==> src/rtl/ffha_pkg.sv <==
// ----------------------------------------------------------------------------
// ffha_pkg
// Shared types and constants of the first-fit heap allocator.
// ----------------------------------------------------------------------------
package ffha_pkg;

    localparam int HEAP_GRANULES = 1024;
    localparam int GRAN_SHIFT    = 4;                         // 16-byte granules
    localparam int IDX_W         = $clog2(HEAP_GRANULES);     // table index
    localparam int POS_W         = IDX_W + 1;                 // position incl. end
    localparam int WANT_W        = 33 - GRAN_SHIFT;           // rounded request

    localparam logic [1:0] ST_ALLOC   = 2'd0;
    localparam logic [1:0] ST_FREED   = 2'd1;
    localparam logic [1:0] ST_NOFIT   = 2'd2;
    localparam logic [1:0] ST_IGNORED = 2'd3;

    localparam logic CMD_ALLOC = 1'b0;
    localparam logic CMD_FREE  = 1'b1;

    localparam logic CFG_START = 1'b0;
    localparam logic CFG_END   = 1'b1;

    typedef struct packed {
        logic             starts;
        logic             is_free;
        logic [POS_W-1:0] len;
    } t_entry;

    localparam int ENTRY_W = $bits(t_entry);

    typedef struct packed {
        logic             clr;
        logic             acc;
        logic             is_free;
        logic [POS_W-1:0] len;
    } t_stat_ctl;

    typedef enum logic [3:0] {
        S_INIT, S_CLEAR, S_IDLE, S_A_RD, S_A_SPLIT,
        S_F_RD1, S_F_RD2, S_F_PP, S_F_RD3, S_F_WRG, S_SCAN, S_DONE
    } t_state;

endpackage

==> src/rtl/ffha_stats.sv <==
// ----------------------------------------------------------------------------
// ffha_stats
// Usage totals gathered block by block during the heap walk.
// ----------------------------------------------------------------------------
module ffha_stats (
    input  logic                  i_clk,
    input  logic                  i_rst_n,
    input  ffha_pkg::t_stat_ctl   i_ctl,
    output logic [14:0]           o_used_bytes,
    output logic [14:0]           o_free_bytes,
    output logic [14:0]           o_largest_free_bytes,
    output logic [9:0]            o_used_block_count,
    output logic [9:0]            o_free_block_count
);
    import ffha_pkg::*;

    logic [POS_W-1:0] r_used_g, r_free_g, r_big_g;
    logic [POS_W-1:0] r_used_n, r_free_n;

    always_ff @(posedge i_clk) begin
        if (!i_rst_n || i_ctl.clr) begin
            r_used_g <= '0;
            r_free_g <= '0;
            r_big_g  <= '0;
            r_used_n <= '0;
            r_free_n <= '0;
        end else if (i_ctl.acc) begin
            if (i_ctl.is_free) begin
                r_free_g <= r_free_g + i_ctl.len;
                r_free_n <= r_free_n + 1'b1;
                if (i_ctl.len > r_big_g) begin
                    r_big_g <= i_ctl.len;
                end
            end else begin
                r_used_g <= r_used_g + i_ctl.len + 1'b1;
                r_used_n <= r_used_n + 1'b1;
            end
        end
    end

    assign o_used_bytes         = 15'({r_used_g, 4'b0});
    assign o_free_bytes         = 15'({r_free_g, 4'b0});
    assign o_largest_free_bytes = 15'({r_big_g, 4'b0});
    assign o_used_block_count   = r_used_n[9:0];
    assign o_free_block_count   = r_free_n[9:0];
endmodule

==> config.mk <==
export PLATFORM = sky130hd
export DESIGN_NAME = ffha_stats
export DESIGN_NICKNAME = d
export VERILOG_FILES = /design/src/rtl/ffha_pkg.sv /design/src/rtl/ffha_stats.sv
export SDC_FILE = /design/constraint.sdc
export NUM_CORES = 1
export LEC_CHECK = 0
export BUFFER_PORTS_ARGS = -buffer_cell sky130_fd_sc_hd__buf_2
export CORE_UTILIZATION = 60
export CTS_BUF_LIST = sky130_fd_sc_hd__clkbuf_8
export DETAILED_ROUTE_END_ITERATION = 8
export MAX_ROUTING_LAYER = met4
export PLACE_DENSITY = 0.95
export RECOVER_POWER = 25
export SETUP_SLACK_MARGIN = 0.4
export SYNTH_ARGS = -nofsm -noshare
export SYNTH_HDL_FRONTEND = slang
export SYNTH_SLANG_ARGS = --single-unit
==> constraint.sdc <==
create_clock -name i_clk -period 3.3 [get_ports i_clk]
set_input_delay 0.66 -clock i_clk [delete_from_list [all_inputs] [get_ports i_clk]]
set_output_delay 0.66 -clock i_clk [all_outputs]
set_load 0.01 [all_outputs]
# Word-level counts from Yosys, hierarchy flattened
# Cells that the tools add are included.
totals:
  mem_bits_rw: 0
  mem_bits_ro: 0
  reg_bits: 55
  in_bits: 16
  latchBits: 0
  output_inout_bits: 65
  n_memories: 0
  word_cells: 17
classes:
  magnitude_cmp: 1
  n_reduce_logical: 5
  shifts: 0
  bitwise_logic: 1
  mux: 0
  add_sub_neg: 5
  div_mod_pow: 0
  eq_ne: 0
  mul: 0
ops:
  columns: ["operator", "n"]
  rows:
  - ["$add A11 B1 Y11 const B", 3]
  - ["$add A11 B11 Y11", 2]
  - ["$gt A11 B11 Y1", 1]
  - ["$reduce_and A2 Y1", 2]
  - ["$reduce_and A3 Y1", 1]
  - ["$logic_not A1 Y1", 1]
  - ["$logic_or A1 B1 Y1", 1]
  - ["$not A1 Y1", 1]

# Longest topological paths before layout
# Gate-level depths: netlist of run 1.
depth:
  ltp_word: 2
  depth_mapped: 9
  depth_no_buf: 9

# Least setup slack after synthesis of run 1
# No wires, ideal clock.
synth_path:
  path_type: "input to register"
  from: "input i_ctl[0] in the netlist's numbering"
  to: "register r_free_g[8]"
  t_arrival_ns: 2.217
  n_path_buf: 0
  setup_slack_ns: 1.021
  required_time_ns: 3.238
  setup_time_ns: 0.062
  cell_stages: 9
  cell_sequence: "ha_1 inv_1 fa_1 nor2b_1 o31ai_1 a21oi_1 o21ai_1 or4_1 nand3_1"
synth_via:
  elab_chain_len: 1
synth_rtl:
  columns: ["element", "line", "text"]
  rows:
  - ["start: declaration", "ffha_stats.sv:8", "input ffha_pkg::t_stat_ctl i_ctl,"]
  - ["$add A11 B11 Y11", "ffha_stats.sv:29", "r_free_g <= r_free_g + i_ctl.len;"]
  - ["end signal: assignment", "ffha_stats.sv:29", null]
  - ["end: declaration", "ffha_stats.sv:17", "logic [POS_W-1:0] r_used_g, r_free_g, r_big_g;"]
# No other way between the ends.
# A chain may end at the register's enable or synchronous reset.

# Worst setup path after layout of run 1
layout_path:
  from: "input i_ctl[13] in the netlist's numbering"
  to: "register r_used_g[10]"
layout_via:
  elab_chain_len: 1
layout_rtl:
  columns: ["element", "line", "text"]
  rows:
  - ["$logic_or A1 B1 Y1", "ffha_stats.sv:21", "if (!i_rst_n || i_ctl.clr) begin"]
  - ["end signal: assignment", "ffha_stats.sv:35", "r_used_g <= r_used_g + i_ctl.len + 1'b1;"]
  - ["end: declaration", "ffha_stats.sv:17", null]
# No other way between the ends.

==> out/metrics.cfg, run 1 <==
[status]
status=finished clean

[synthesis]
synthCells=407
syn_avg_cell_area_sq_um=8.15
synth_area_leaders=dfxtp_1 (32%), ha_1 (12%), a21oi_1 (5.1%), nor2_1 (4.4%), nand2_1 (4.1%)
synth_ff_type=dfxtp_1
synth_seq_cells=53
ys_warn_count=0
yosysTopAreaCell=dfxtp_1
async_flop_share_pct=0
synth_cell_types=50
synth_edf_count=0
synth_area_sq_um=3320
yosysSeqAreaShare_pct=32.0
yosysTopAreaCellShare_pct=32.0

[cells_and_area]
fin_util_pct=72.4
nFillCells=427
area_delta_synth_final_pct=13.6
nets=524
diodes=0
drive_gt1_share_pct=13.7

[power]
power_mw=1.33
leakage_nw=1.56
p_per_area_nw_per_um2=352
ir_drop_v=0.000231

[drt]
drt_first_pass_iters=5
routedWlPerCell_um=15.1
via_per_inst=6.05
num_vias=3293
drc=0
routed_wl_um=8210
drt_iter0_drc=228
ant_nets=0

[global_route]
antenna_found_initial=0
grt.met3_usage_pct=4.43
grtUsageMet2_pct=49.8
busiest_layer=met2
grt_pass1_vias=3014
grt_max_degree=21
overflow=0
use_met1_pct=36.0
grt_pass1_wl_um=13600
globalRouteTotalUtil_pct=29.5

[cts]
post_cts_buffers=0
h-tree-depth=2
cts_tree=done
clockBufferDepth=2
cts_buffers=5
cts_hold_buf=0
cts_sinks=53
clockRootBuffer=clkbuf_8
cts-resized-gates=0
path_clk_slew_ns=0.09
clk_latency_ns=0.31

[timing]
finClkSkew_ns=0.00498
post-route-period-util_pct=73.5
tightest_slew_ns=0.857
tns_ns=0
setup_slack_ns=0.874
max_freq_ghz=0.412
drv_slew=0
setup_viol=0
slew_headroom_pct=42.8
post-route-min-period_ns=2.43
finalHoldViolations=0
rsz0062_at_grt=no

[die]
core_sq_um=5200
ios=81
num_rows=26
die_area_sq_um=5830
start_util_pct=63.7
die_y_um=76.4
die_x_um=76.4

[critical_path]
required_ns=3.49
arrival_ns=2.62
critical_path_class=input pin to flop
cp_max_fo=20
critPathLaunchType=input pin
crit_path_end_kind=flop

[job]
maxCapViolations=0

[placed_design]
numPortBuffers=68
dp.final_hpwl_um=6230
dp_slack_ns=0.679
gp_congestion=0.899

[min_path]
hp-class=flop to flop

[worst max-delay path, stage by stage]
cell      delay [ns]
clkbuf_1        0.08
nand2b_1        0.63
clkbuf_1        0.70
nor3b_1         0.15
a31oi_1         0.28
nand3_1         0.12
[worst paths after layout]
path / startpoint / end / slack (ns) / cells after the start
worst max-delay path: i_ctl[13] / r_used_g[10] / 0.87 / 6
worst min-delay path: r_free_g[5] / r_free_g[5] / 0.48 / 2
worst max register to register: r_free_g[0] / r_free_g[8] / 1.04 / 9
worst min register to register: r_free_g[5] / r_free_g[5] / 0.48 / 2
[layout by cell type (no fill, tap or decap), types with 9 or more instances in the layout]
cell	instances
conb_1	12
nor2_1	39
clkbuf_1	21
nand2_1	36
ha_1	33
buf_2	50
nor3_1	9
o31ai_1	14
dfxtp_1	53
inv_1	18
nand3_1	27
xor2_1	13
o21ai_0	13
a21oi_1	34
[flip-flops by register name, indices dropped and copies added, names as in the netlist]
signal / flops
r_used_g: 11
r_free_g: 11
r_used_n: 10
r_big_g: 11
r_free_n: 10
[per-layer routing]
metal / routed length [um] / vias up
met3: 547 / 20
met1: 3500 / 1542
met2: 4000 / 151
met5: 0 / -
met4: 155 / 0
li1: - / 1580
[report_power, final]
group | switching [mW] | total (mW) | leakage, nW | internal, mW
Clock | 0.212 | 0.457 | 0.0626 | 0.244
Combinational | 0.132 | 0.210 | 1.07 | 0.0775
Sequential | 0.0106 | 0.661 | 0.429 | 0.651
[cell type report]
type | instances | area [sq um] | share of cell area [%]
repair buffers | 75 | 359 | 9.53
clock buffers | 6 | 82.6 | 2.19
multi-input cells | 321 | 2080 | 55.2
flip-flops and latches | 53 | 1060 | 28.1
well taps | 70 | 87.6 | 2.32
clock inverters | 2 | 33.8 | 0.896
inverters | 17 | 63.8 | 1.69
[synth_stat cells, drive strengths merged (2+ instances only)]
master  instances
dfxtp          53
o21ai          15
or4             2
inv            17
xor2           13
nor3b           4
a31oi           5
a211oi          8
ha             33
fa              2
nand2b          3
nand4           8
and4            2
nand2          36
nor4b           4
and3            4
buf            18
o21a            4
nor2           39
xnor2           7
o311ai          3
nor2b           6
o31a            2
mux2i           2
o211ai          4
clkbuf          9
nand3          28
nand3b          2
nor3            9
and2            4
o31ai          14
a21oi          34
or3             3
[stage by stage]
step                      instance area, sq um  std cells  hold WS (ns)
final                                     3770        544         0.481
after global routing                      3770        544         0.498
after CTS                                 3810        544         0.476
after detailed placement                  3690        536         0.462
after global placement                    3690        536         0.456
after floorplan                           3360        418         0.488
[cells by family (layout without fill, tap and decap cells)]
group,count (synthesis),after routing,synth area share (%)
buffers and inverters,44,100,6.52
DFF,53,53,32.0
xor gates and xnor gates,20,20,5.28
muxes,2,2,0.603
adders and majority gates,35,35,13.7
AOI/OAI and AO/OA,95,95,18.2
and+or+nand+nor,157,157,23.6
other,1,12,0.113
Power figures use the tool's default switching activity.
==> run 2, diff against run 1 <==
--- a/config.mk
+++ b/config.mk
@@ -6,11 +6,11 @@
 export NUM_CORES = 1
 export LEC_CHECK = 0
 export BUFFER_PORTS_ARGS = -buffer_cell sky130_fd_sc_hd__buf_2
-export CORE_UTILIZATION = 60
+export CORE_UTILIZATION = 56
 export CTS_BUF_LIST = sky130_fd_sc_hd__clkbuf_8
 export DETAILED_ROUTE_END_ITERATION = 8
 export MAX_ROUTING_LAYER = met4
-export PLACE_DENSITY = 0.95
+export PLACE_DENSITY = 0.94
 export RECOVER_POWER = 25
 export SETUP_SLACK_MARGIN = 0.4
 export SYNTH_ARGS = -nofsm -noshare
==> constraint.sdc (replaced) <==
create_clock -name i_clk -period 2.5 [get_ports i_clk]
set_input_delay 0.5 -clock i_clk [delete_from_list [all_inputs] [get_ports i_clk]]
set_output_delay 0.5 -clock i_clk [all_outputs]
set_load 0.01 [all_outputs]
==> run 2 against run 1 <==
Effect of this change:
- count of clock-buffer cells in the layout decreased by 1
- first-iteration DRC count increased by 12%
- sequential share of layout area down 0.40 points
- via count fell by 0.33%
- clock power increased by 7.7%
- non-clock buffer count rose by 6
- utilization decreased by 4.2 points
- worst setup slack got worse by 0.42 ns
- cell count up 1.5%
- global-route usage down 1.4 points
- register-to-register slack lost 0.58 ns
- critical path depth is 4 higher
- critical path type unchanged
- critical endpoint is now r_used_g[8]
==> out/metrics.cfg, run 2 (same netlist as run 1, synthesis figures left out) <==
[drt]
routed_wl_um=8250
via_per_inst=5.95
ant_nets=0
drc=0
drt_iter0_drc=256
routedWlPerCell_um=14.9
num_vias=3282
drt_first_pass_iters=6

[die]
core_sq_um=5610
die_y_um=79.0
die_x_um=79.0
ios=81
start_util_pct=59.2
die_area_sq_um=6240
num_rows=27

[cts]
clk_latency_ns=0.31
cts_sinks=53
cts_hold_buf=0
clockBufferDepth=2
clockRootBuffer=clkbuf_8
cts_tree=done
h-tree-depth=2
cts_buffers=5
path_clk_slew_ns=0.10

[timing]
setup_slack_ns=0.454
hold_slack_ns=0.446
setup_viol=0
tns_ns=0
post-route-min-period_ns=2.05
post-route-period-util_pct=81.8
tightest_slew_ns=0.754
drv_slew=0
finalHoldViolations=0
rsz0062_at_grt=yes
max_freq_ghz=0.489
slew_headroom_pct=49.7
finClkSkew_ns=0.00662

[cells_and_area]
nets=530
area_delta_synth_final_pct=15.2
reg_top3=r_big_g: 11 flops, r_free_g: 11 flops, r_used_g: 11 flops
layout_commonest_cell=buf_2
drive_gt1_share_pct=18.1
nFillCells=465
layout_common_cells=buf_2 (58), dfxtp_1 (53), nor2_1 (39)
diodes=0

[global_route]
overflow=0
grt_max_degree=22
globalRouteTotalUtil_pct=28.1
grt_pass1_vias=3089
grt_pass1_wl_um=13600
antenna_found_initial=0

[critical_path]
critical_path_class=input pin to flop
required_ns=2.71
cp_max_fo=3
arrival_ns=2.26
crit_path_end_kind=flop
critPathLaunchType=input pin

[placed_design]
numPortBuffers=68
dp.final_hpwl_um=6210
gp_congestion=0.927
dp_slack_ns=0.131

[power]
ir_drop_v=0.000347
p_per_area_nw_per_um2=432
power_mw=1.65
leakage_nw=1.60

[job]
maxCapViolations=0

[min_path]
hp-class=input pin to flop

[status]
status=finished clean

run 2: cell types whose count changed in the layout (fill, tap and decap cells not counted), moves of 2 or more:
cell / delta
a21oi_2: +2
fa_2: +2
clkinv_2: +2
fa_1: -2
buf_4: +7
a21oi_1: -2
clkbuf_1: -9
buf_2: +8
run 2: path summary, 6_finish.rpt:
kind                                    end  depth (start not counted)  slack, ns         from
worst max register to register  r_free_g[8]                          9       0.46  r_free_g[0]
worst min-delay path             r_big_g[0]                          3       0.45     i_ctl[0]
worst min register to register  r_free_g[7]                          2       0.47  r_free_g[7]
worst max-delay path            r_used_g[8]                         10       0.45     i_ctl[0]
run 2: report_power, final:
part	leakage, nW	internal (mW)	switching (mW)
clock	0.0439	0.194	0.298
combinational	1.13	0.110	0.179
sequential	0.429	0.859	0.0132
run 2: metal layers:
layer	routed length (um)	up-vias	GRT usage [%]
li1	-	1580	-
met1	3480	1515	33.5
met2	3970	162	48.4
met3	651	25	5.29
met4	144	0	7.82
met5	0	-	-
run 2: layout make-up:
type	instances	area [sq um]	area share [%]
Multi-Input combinational cell	321	2100	55.0
Sequential cell	53	1060	27.7
Timing Repair Buffer	81	418	10.9
Tap cell	72	90.1	2.36
Clock buffer	5	68.8	1.80
Inverter	17	63.8	1.67
Clock inverter	3	17.5	0.458
run 2: critical path: stages:
cell,delay (ns)
buf_2,0.12
inv_1,0.08
ha_2,0.20
fa_2,0.21
nor2b_1,0.06
o31a_1,0.27
or2_1,0.25
a41oi_2,0.24
nor3_1,0.08
a221o_1,0.26
run 2: repair_timing:
action | CTS | global route
setup buffers | 3 | 0
pin swaps | 1 | 3
gates resized for setup | 1 | 8
endpoints found under the setup margin | 1 | 5
run 2: per-stage QoR:
step                      util, %  cell area, sq um  cells
after floorplan                 -              3360    418
after global placement       66.3              3720    541
after detailed placement     66.3              3720    541
after CTS                    68.3              3830    552
after global routing         68.2              3820    552
final                        68.2              3820    552
==> run 3, diff against run 2 <==
==> constraint.sdc (replaced) <==
create_clock -name i_clk -period 1.9 [get_ports i_clk]
set_input_delay 0.38 -clock i_clk [delete_from_list [all_inputs] [get_ports i_clk]]
set_output_delay 0.38 -clock i_clk [all_outputs]
set_load 0.01 [all_outputs]
==> run 3 against run 2 <==
Effect of this change:
- the flow now finishes with violations (negative setup slack)
- worst hold slack worse by 0.059 ns
- utilization is 18 points higher
- global-route usage is 15 points higher
- sequential cell count stayed put
- combinational power is 120% higher
- count of clock-buffer cells in the layout stayed put
- critical path depth is 1 lower
- clock power is 46% higher
- largest cell class unchanged
- power is 53% higher
==> out/metrics.cfg, run 3 (same netlist as run 1, synthesis figures left out) <==
[placed_design]
placed_cell_area_sq_um=4190
dp.final_hpwl_um=6870
numPortBuffers=68
gp_congestion=1.00

[die]
die_area_sq_um=6240
core_sq_um=5610
start_util_pct=59.2
ios=81
die_x_um=79.0
num_rows=27
die_y_um=79.0

[critical_path]
cp_max_fo=3
arrival_ns=2.36
r2r_slack_ns=-0.23
cpPeakStageDelay_ns=0.40
critical_path_class=flop to flop
crit_path_end_kind=flop
slowest_stage=dfxtp_4
critPathLaunchType=flop
worstRegToRegCells=9
path_common_cell=a21oi_2
regToRegEndpoint=r_free_g[10]
required_ns=2.12
cp_cell_sequence=ha_4 -> inv_2 -> fa_2 -> nor2b_4 -> o31ai_2 -> a21oi_2 -> mux2i_2 -> a21o_1 -> a21oi_2
timing.rr.start=r_free_g[0]

[power]
p_per_area_nw_per_um2=521
leakage_nw=2.00
p_seq_share_pct=45.7
power_mw=2.52
switching_power_mw=0.846
ir_drop_v=0.000447
p_sw_share_pct=33.6
clockPowerShare_pct=28.5
internal_power_mw=1.68
combinationalPowerShare_pct=25.8

[min_path]
hp-class=input pin to flop
hold_depth=3
whs_endpoint=r_big_g[5]
min_from=i_ctl[5]

[drt]
routed_wl_um=14800
routedWlPerCell_um=24.3
via_per_inst=7.18
drt_iter0_drc=578
ant_nets=0
drt_first_pass_iters=5
drc=0
num_vias=4365

[cells_and_area]
fin_util_pct=86.2
layout_common_cells=buf_2 (66), buf_4 (55), dfxtp_1 (39)
drive_gt1_share_pct=45.0
area_delta_synth_final_pct=45.7
final_area_sq_um=4840
nets=586
diodes=0
reg_top3=r_big_g: 11 flops, r_free_g: 11 flops, r_used_g: 11 flops
layout_commonest_cell=buf_2

[cts]
h-tree-depth=2
cts_tree=done
cts_buffers=5
clk_latency_ns=0.33
cts_sinks=53
clockBufferDepth=2
path_clk_slew_ns=0.12
clockRootBuffer=clkbuf_8

[timing]
post-route-min-period_ns=2.13
finClkSkew_ns=0.0119
hold_slack_ns=0.387
setup_slack_ns=-0.233
slew_headroom_pct=48.0
finalHoldViolations=0
drv_slew=0
tightest_slew_ns=0.780
post-route-period-util_pct=112
setup_viol=20
max_freq_ghz=0.469
rsz0062_at_grt=yes

[global_route]
overflow=0
grt_pass1_vias=3933
grt_max_degree=54
grt_pass1_wl_um=20300
antenna_found_initial=0
globalRouteTotalUtil_pct=43.3

[status]
violations=negative setup slack
status=complete, but fails checks

[job]
maxCapViolations=0

==> run 3: cell count changes in the layout (fill, tap and decap cells not counted), sizes merged <==
cell / before / now
inv: 17 / 19
clkbuf: 17 / 8
clkinv: 2 / 0
buf: 69 / 134
==> run 3: area by class of cell <==
type | count | area, sq um
Tap cell | 72 | 90.1
Clock buffer | 5 | 68.8
Multi-Input combinational cell | 321 | 2570
Inverter | 17 | 76.3
Fill cell | 251 | 772
Clock inverter | 3 | 25.0
Sequential cell | 53 | 1080
Timing Repair Buffer | 137 | 918
==> run 3: critical path: cells and delay by family, from the launching register on <==
family	cells	cell delay, ns
DFF	1	0.40
muxes	1	0.32
buffers and inverters	1	0.04
and+or+nand+nor	1	0.16
adders and majority gates	2	0.51
AOI/OAI and AO/OA	4	0.59
==> run 3: power groups by stage <==
stage / Combinational [mW] / Clock, mW / Sequential (mW)
2_1_floorplan: 0.285 / 0 / 1.18
3_3_place_gp: 0.441 / 0 / 1.17
3_5_place_dp: 0.464 / 0 / 1.17
4_1_cts: 0.529 / 0.695 / 1.15
5_1_grt: 0.674 / 0.747 / 1.15
6_report: 0.650 / 0.720 / 1.15
==> run 3: routing by layer <==
layer / up-vias / GRT usage (%) / routed length [um]
met3: 175 / 9.08 / 1990
met5: - / - / 0
met4: 0 / 26.2 / 1250
met2: 510 / 69.7 / 6520
li1: 1699 / - / -
met1: 1981 / 49.5 / 5020
==> run 3: stage by stage <==
step           cells  setup slack, ns  TNS [ns]
2_1_floorplan    418           0.0184         0
3_3_place_gp     574           -0.260     -2.28
3_5_place_dp     574           -0.329     -3.27
4_1_cts          597          -0.0108   -0.0113
5_1_grt          608           -0.364     -4.02
6_report         608           -0.233     -1.61
==> run 3: worst max path at each step <==
stage	startpoint	to	slack [ns]	depth (start not counted)
2_1_floorplan	i_ctl[0]	r_used_g[8]	0.02	9
5_1_grt	r_big_g[9]	r_big_g[1]	-0.36	9
3_5_place_dp	i_ctl[0]	r_used_g[8]	-0.33	9
3_3_place_gp	i_ctl[0]	r_free_g[8]	-0.26	10
6_report	r_free_g[0]	r_free_g[10]	-0.23	9
4_1_cts	r_free_g[0]	r_free_g[8]	-0.01	9
==> run 3: repair_timing <==
| action | CTS | global route |
|---|---|---|
| hold buffers | 0 | 0 |
| resized for setup | 46 | 29 |
| setup buffers | 14 | 11 |
| pin swaps | 33 | 22 |
| setup endpoints to repair | 26 | 31 |
| gates cloned | 1 | 0 |
